[config.mk]
export PLATFORM = sky130hd
export DESIGN_NAME = hcbp_ctrl
export DESIGN_NICKNAME = d
export VERILOG_FILES = /design/src/rtl/hcbp_pkg.sv /design/src/rtl/hcbp_ctrl.sv
export SDC_FILE = /design/constraint.sdc
export NUM_CORES = 1
export LEC_CHECK = 0
export BUFFER_PORTS_ARGS = -buffer_cell sky130_fd_sc_hd__buf_4
export CORE_AREA = 5 5 42 44
export DETAILED_ROUTE_END_ITERATION = 12
export DIE_AREA = 0 0 47 49
export SLEW_MARGIN = 10
export SYNTH_ARGS = -nofsm -noshare
export SYNTH_HDL_FRONTEND = slang
export SYNTH_SLANG_ARGS = --single-unit
[constraint.sdc]
create_clock -name clock -period 1.12 [get_ports clock]
set_input_delay 0.28 -clock clock [delete_from_list [all_inputs] [get_ports clock]]
set_output_delay 0.28 -clock clock [all_outputs]
set_load 0.02 [all_outputs]
[src/rtl/hcbp_pkg.sv]
// ============================================================================
// hcbp_pkg
// Shared types and constants for the Huffman code bit packer.
// ============================================================================
`default_nettype none

package hcbp_pkg;

   // Code table shape
   localparam int MAX_CODE_LEN = 32;
   localparam int ALPHABET     = 256;
   localparam int BITS_W       = 32;
   localparam int LEN_W        = 6;
   localparam int SYM_W        = 8;
   localparam int TABLE_DEPTH  = 1 << SYM_W;
   localparam int LEN_LIMIT    = (MAX_CODE_LEN > BITS_W) ? BITS_W : MAX_CODE_LEN;

   // Work register: one byte of pending bits followed by a full code
   localparam int BYTE_W = 8;
   localparam int WORK_W = BITS_W + BYTE_W;

   // Request payload packing
   localparam int REQ_TDATA_W = 48;
   localparam int REQ_TUSER_W = 2;

   typedef enum logic [1:0] {
      KIND_LOAD   = 2'd0,
      KIND_ENCODE = 2'd1,
      KIND_FLUSH  = 2'd2,
      KIND_NONE   = 2'd3
   } kind_type;

   typedef enum logic [2:0] {
      ST_IDLE,
      ST_MERGE,
      ST_EMIT,
      ST_PAD,
      ST_TRAIL
   } state_type;

   // Controller to datapath
   typedef struct packed {
      logic accept;
      logic table_write;
      logic merge;
      logic emit_code;
      logic emit_pad;
      logic emit_trail;
   } cmd_type;

   // Datapath to controller
   typedef struct packed {
      kind_type in_kind;
      logic     total_zero;
      logic     total_ge8;
      logic     total_lt16;
      logic     slot_free;
   } status_type;

endpackage

`default_nettype wire

[src/rtl/hcbp_ctrl.sv]
// ============================================================================
// hcbp_ctrl
// Controller: sequences table loads, code merging, byte emission and flush.
// ============================================================================
`default_nettype none

module hcbp_ctrl (
   input  wire logic                   clock,
   input  wire logic                   reset,
   input  wire logic                   req_tvalid,
   output logic                        req_tready,
   input  wire hcbp_pkg::status_type   status,
   output hcbp_pkg::cmd_type           cmd
);

   hcbp_pkg::state_type state_ff, state_in;
   logic                accept;

   assign req_tready = (state_ff == hcbp_pkg::ST_IDLE);
   assign accept     = req_tvalid && req_tready;

   // State register
   always_ff @(posedge clock) begin
      if (reset) begin
         state_ff <= hcbp_pkg::ST_IDLE;
      end else begin
         state_ff <= state_in;
      end
   end

   // Next state
   always_comb begin
      state_in = state_ff;
      case (state_ff)
         hcbp_pkg::ST_IDLE: begin
            if (accept) begin
               case (status.in_kind)
                  hcbp_pkg::KIND_ENCODE: state_in = hcbp_pkg::ST_MERGE;
                  hcbp_pkg::KIND_FLUSH: begin
                     state_in = status.total_zero ? hcbp_pkg::ST_TRAIL : hcbp_pkg::ST_PAD;
                  end
                  default: state_in = hcbp_pkg::ST_IDLE;
               endcase
            end
         end
         hcbp_pkg::ST_MERGE: state_in = hcbp_pkg::ST_EMIT;
         hcbp_pkg::ST_EMIT: begin
            if (!status.total_ge8) begin
               state_in = hcbp_pkg::ST_IDLE;
            end else if (status.slot_free && status.total_lt16) begin
               state_in = hcbp_pkg::ST_IDLE;
            end
         end
         hcbp_pkg::ST_PAD: begin
            if (status.slot_free) state_in = hcbp_pkg::ST_TRAIL;
         end
         hcbp_pkg::ST_TRAIL: begin
            if (status.slot_free) state_in = hcbp_pkg::ST_IDLE;
         end
         default: state_in = hcbp_pkg::ST_IDLE;
      endcase
   end

   // Commands
   always_comb begin
      cmd             = '0;
      cmd.accept      = accept;
      cmd.table_write = accept && (status.in_kind == hcbp_pkg::KIND_LOAD);
      case (state_ff)
         hcbp_pkg::ST_MERGE: cmd.merge      = 1'b1;
         hcbp_pkg::ST_EMIT:  cmd.emit_code  = status.total_ge8 && status.slot_free;
         hcbp_pkg::ST_PAD:   cmd.emit_pad   = status.slot_free;
         hcbp_pkg::ST_TRAIL: cmd.emit_trail = status.slot_free;
         default: ;
      endcase
   end

endmodule

`default_nettype wire

==> run metrics <==
result of the run=finished with violations; violations in the final reports=negative setup slack; setup violators final=8; worst clock skew=0.00121 ns; Hold Crit Start=reset; Crit Reg-Reg Endpoint=state_ff[2]$_SDFFE_PP0P_; synth warn=0; sequential element share of the synthesized area=19.4%; first-pass GRT wire length=1460 um; startpoint of the worst register-to-register path=state_ff[2]$_SDFFE_PP0P_; Worst Setup End Kind=primary output; cell type group with the largest total delay on the critical path=simple AND/OR/NAND/NOR gates; final-layout setup total negative slack=-1.84 ns; share of Yosys cell area claimed by the top area cell type=19.4%; clock input transition at the sequential cells of the worst setup and hold paths=0.04 ns; Final Hold Vio Count=0; root buffer cell=sky130_fd_sc_hd__clkbuf_4; Pwr Density=736 mW/mm^2; Post-Synthesis Net Count=49; highest metal layer used by the detailed router=met4; number of enable flip-flop cells after synthesis=0; dominant register cell in the synthesized netlist=sky130_fd_sc_hd__dfxtp_1; xor and xnor fraction of the mapped netlist area=0%; DR iter-0 viols=3; number of nets with antenna violations after detailed routing=0; global router's overall resource usage=8.79%; largest net degree at the start of global routing=8; unrepaired setup endpoints after global routing=true; layout overhead on the synthesized area=101%; Die ar.=0.00230 mm^2; fillcell total=168; post-synth cell types=25; fraction of final layout cells with drive strength greater than 1=69.2%; worst stage delay on the critical path=0.35 ns; Routability Congestion=0.710; Inserted Clock Buffers=3; placement-stage cell area=484 um^2; number of global-route vias before repair=364; Synth Register Bits=3; worst-margin pin slew=0.216 ns; Detailed Route WL=946 um; average routed wire per standard cell=11.7 um; compound-gate portion of the synthesized area=17.8%; Post-Synthesis Cells=37; Worst slew margin=85.4%; master of the slowest instance on the critical path=sky130_fd_sc_hd__dfxtp_4; Final Net Count=78; worst-path fanout max=3; total length of routed met3 wires=81 um; number of stages on the worst hold path=2; type of the worst setup path=reg2out; simple logic cell fraction of the synthesized area=40.9%; global-route congestion overflow total=0; number of iterations in the first detailed-routing pass=2; worst setup timing slack at the placement stage=-0.0928 ns; cell-by-cell listing of the critical path=nor4b_4 -> and2_4 -> buf_6; category of the worst setup path launch point=register; Tmin final=1.44 ns; Final Cycle Share=129%; average instance area after synthesis=8.35 um^2; final core utilization=44.3%; Min-Delay Path Class=in2reg; final standard cell area without fillers=621 um^2; dominant combinational cell family by area after synthesis=simple AND/OR/NAND/NOR gates; Die Ht=49 um; cell count of the worst reg-to-reg path=4; maximum root-to-sink buffer count=2; cell leakage power=0.000302 uW; registers with the most flip-flops=state_ff (3); largest vdd supply drop=0.321 mV; min setup slack post-route=-0.321 ns; synth top area cells=sky130_fd_sc_hd__dfxtp_1, sky130_fd_sc_hd__ha_1, sky130_fd_sc_hd__and2_2; adder-cell share of the synthesized area=12.1%; leading area contributor after synthesis=sky130_fd_sc_hd__dfxtp_1; arrival time at the worst endpoint=1.16 ns; met2 WL post-DR=473 um; r2r setup slk=-0.02 ns; Worst Hold Path EP=state_ff[1]$_SDFFE_PP0P_; flip-flop count of the largest register after layout=3; CORE AREA=0.00140 mm^2; data required time at the worst endpoint=0.84 ns; initial antenna violation count=0; total number of cells along the worst setup path=3; Starting Density=22.1%; number of vias in the routed layout=375; register with the most flip-flops=state_ff; mux share of post-synthesis cell area=0%; DRC violations left=0; Num Clock Sinks=3; FP Rows=14; detailed-routing wirelength on met1=372 um; Clock H-tree levels=1; highest clock frequency the design can meet=694 MHz; clock network latency to the later pin of the worst-skew pair=0.23 ns; CTS tree=done; antenna fix cells=0; Port Buffers=15; Post-Syn Area=309 um^2; total half-perimeter wirelength after legalization and detailed placement=696 um; FFs w/ async S/R, synth=0%; number of ports placed on the die boundary=16; Die X=47 um; max-cap viol count=0; sum of buffers and inverters on the critical path=1; Post-CTS Hold Buffers=0; Max Transition Viols Final=0; Via density=4.63
-- timing repair --
item,CTS,global route
pin swaps,3,5
endpoints found under the setup margin,8,8
resized for setup,19,2
setup buffers,3,3
-- worst max-delay path by stage --
stage                             start          to  slack, ns
5_1_grt        state_ff[2]$_SDFFE_PP0P_      cmd[4]      -0.37
3_3_place_gp   state_ff[1]$_SDFFE_PP0P_      cmd[2]      -0.08
3_5_place_dp   state_ff[2]$_SDFFE_PP0P_      cmd[4]      -0.09
6_report       state_ff[2]$_SDFFE_PP0P_      cmd[4]      -0.32
4_1_cts        state_ff[1]$_SDFFE_PP0P_      cmd[4]      -0.35
2_1_floorplan  state_ff[0]$_SDFFE_PP0P_  req_tready      -0.08
-- cells in the final DEF (no fill, tap or decap), types with 2 or more instances in the layout --
cell type                  synthesis  final
sky130_fd_sc_hd__nor2_4            0      2
sky130_fd_sc_hd__inv_1             3      3
sky130_fd_sc_hd__ha_1              3      3
sky130_fd_sc_hd__buf_4             1     18
sky130_fd_sc_hd__dfxtp_4           0      3
sky130_fd_sc_hd__o21ai_0           2      2
sky130_fd_sc_hd__nand2_1           2      2
sky130_fd_sc_hd__and2_4            0      2
sky130_fd_sc_hd__clkbuf_4          0      3
sky130_fd_sc_hd__buf_6             1      8
-- logic make-up after synthesis --
logic type | after synthesis
AND/OR/NAND/NOR | 19
AO/OA/AOI/OAI | 7
buffers and inverters | 5
adder cells (fa/ha/maj) | 3
flip-flops | 3
-- routing by layer --
| layer | up-vias | GRT usage [%] |
|---|---|---|
| met5 | - | 0 |
| met4 | 0 | 5.53 |
| met3 | 2 | 2.95 |
| met2 | 14 | 14.3 |
| met1 | 169 | 9.19 |
| li1 | 190 | - |
-- cells in the mapped netlist, types with 2 or more instances --
cell type                 n
sky130_fd_sc_hd__dfxtp_1  3
sky130_fd_sc_hd__ha_1     3
sky130_fd_sc_hd__inv_1    3
sky130_fd_sc_hd__and2_2   2
sky130_fd_sc_hd__nand2_1  2
sky130_fd_sc_hd__nor2_1   2
sky130_fd_sc_hd__nor2b_1  2
sky130_fd_sc_hd__nor3_1   2
sky130_fd_sc_hd__o21ai_0  2
-- worst register-to-register path, cell delays in order, from the launching register on --
cell and delay, ns:
sky130_fd_sc_hd__dfxtp_4 0.35, sky130_fd_sc_hd__buf_4 0.16, sky130_fd_sc_hd__buf_4 0.14, sky130_fd_sc_hd__a311o_1 0.32, sky130_fd_sc_hd__o22ai_2 0.09
-- area by class of cell --
class	instances	area [um^2]	share of cell area, %
sequential	3	71.3	11.5
multi-input combinational	29	267	42.9
inverter	3	11.3	1.81
timing repair buffer	26	225	36.3
clock buffer	4	26.3	4.23
tap	16	20.0	3.23
-- power breakdown --
part | switching, uW | total [uW] | leakage (uW) | internal (uW)
Combinational | 62.7 | 152 | 0.000261 | 89.4
Clock | 57.5 | 191 | 0.0000150 | 134
Sequential | 7.00 | 113 | 0.0000267 | 106
Total | 127 | 457 | 0.000302 | 330
-- per-stage QoR --
stage / instances / hold WS (ns) / power (uW)
2_1_floorplan: 37 / 0.342 / 180
3_3_place_gp: 72 / 0.492 / 240
3_5_place_dp: 72 / 0.490 / 242
4_1_cts: 79 / 0.242 / 458
5_1_grt: 81 / 0.261 / 484
6_report: 81 / 0.247 / 457
No activity file was read; power rests on OpenSTA's default activity.
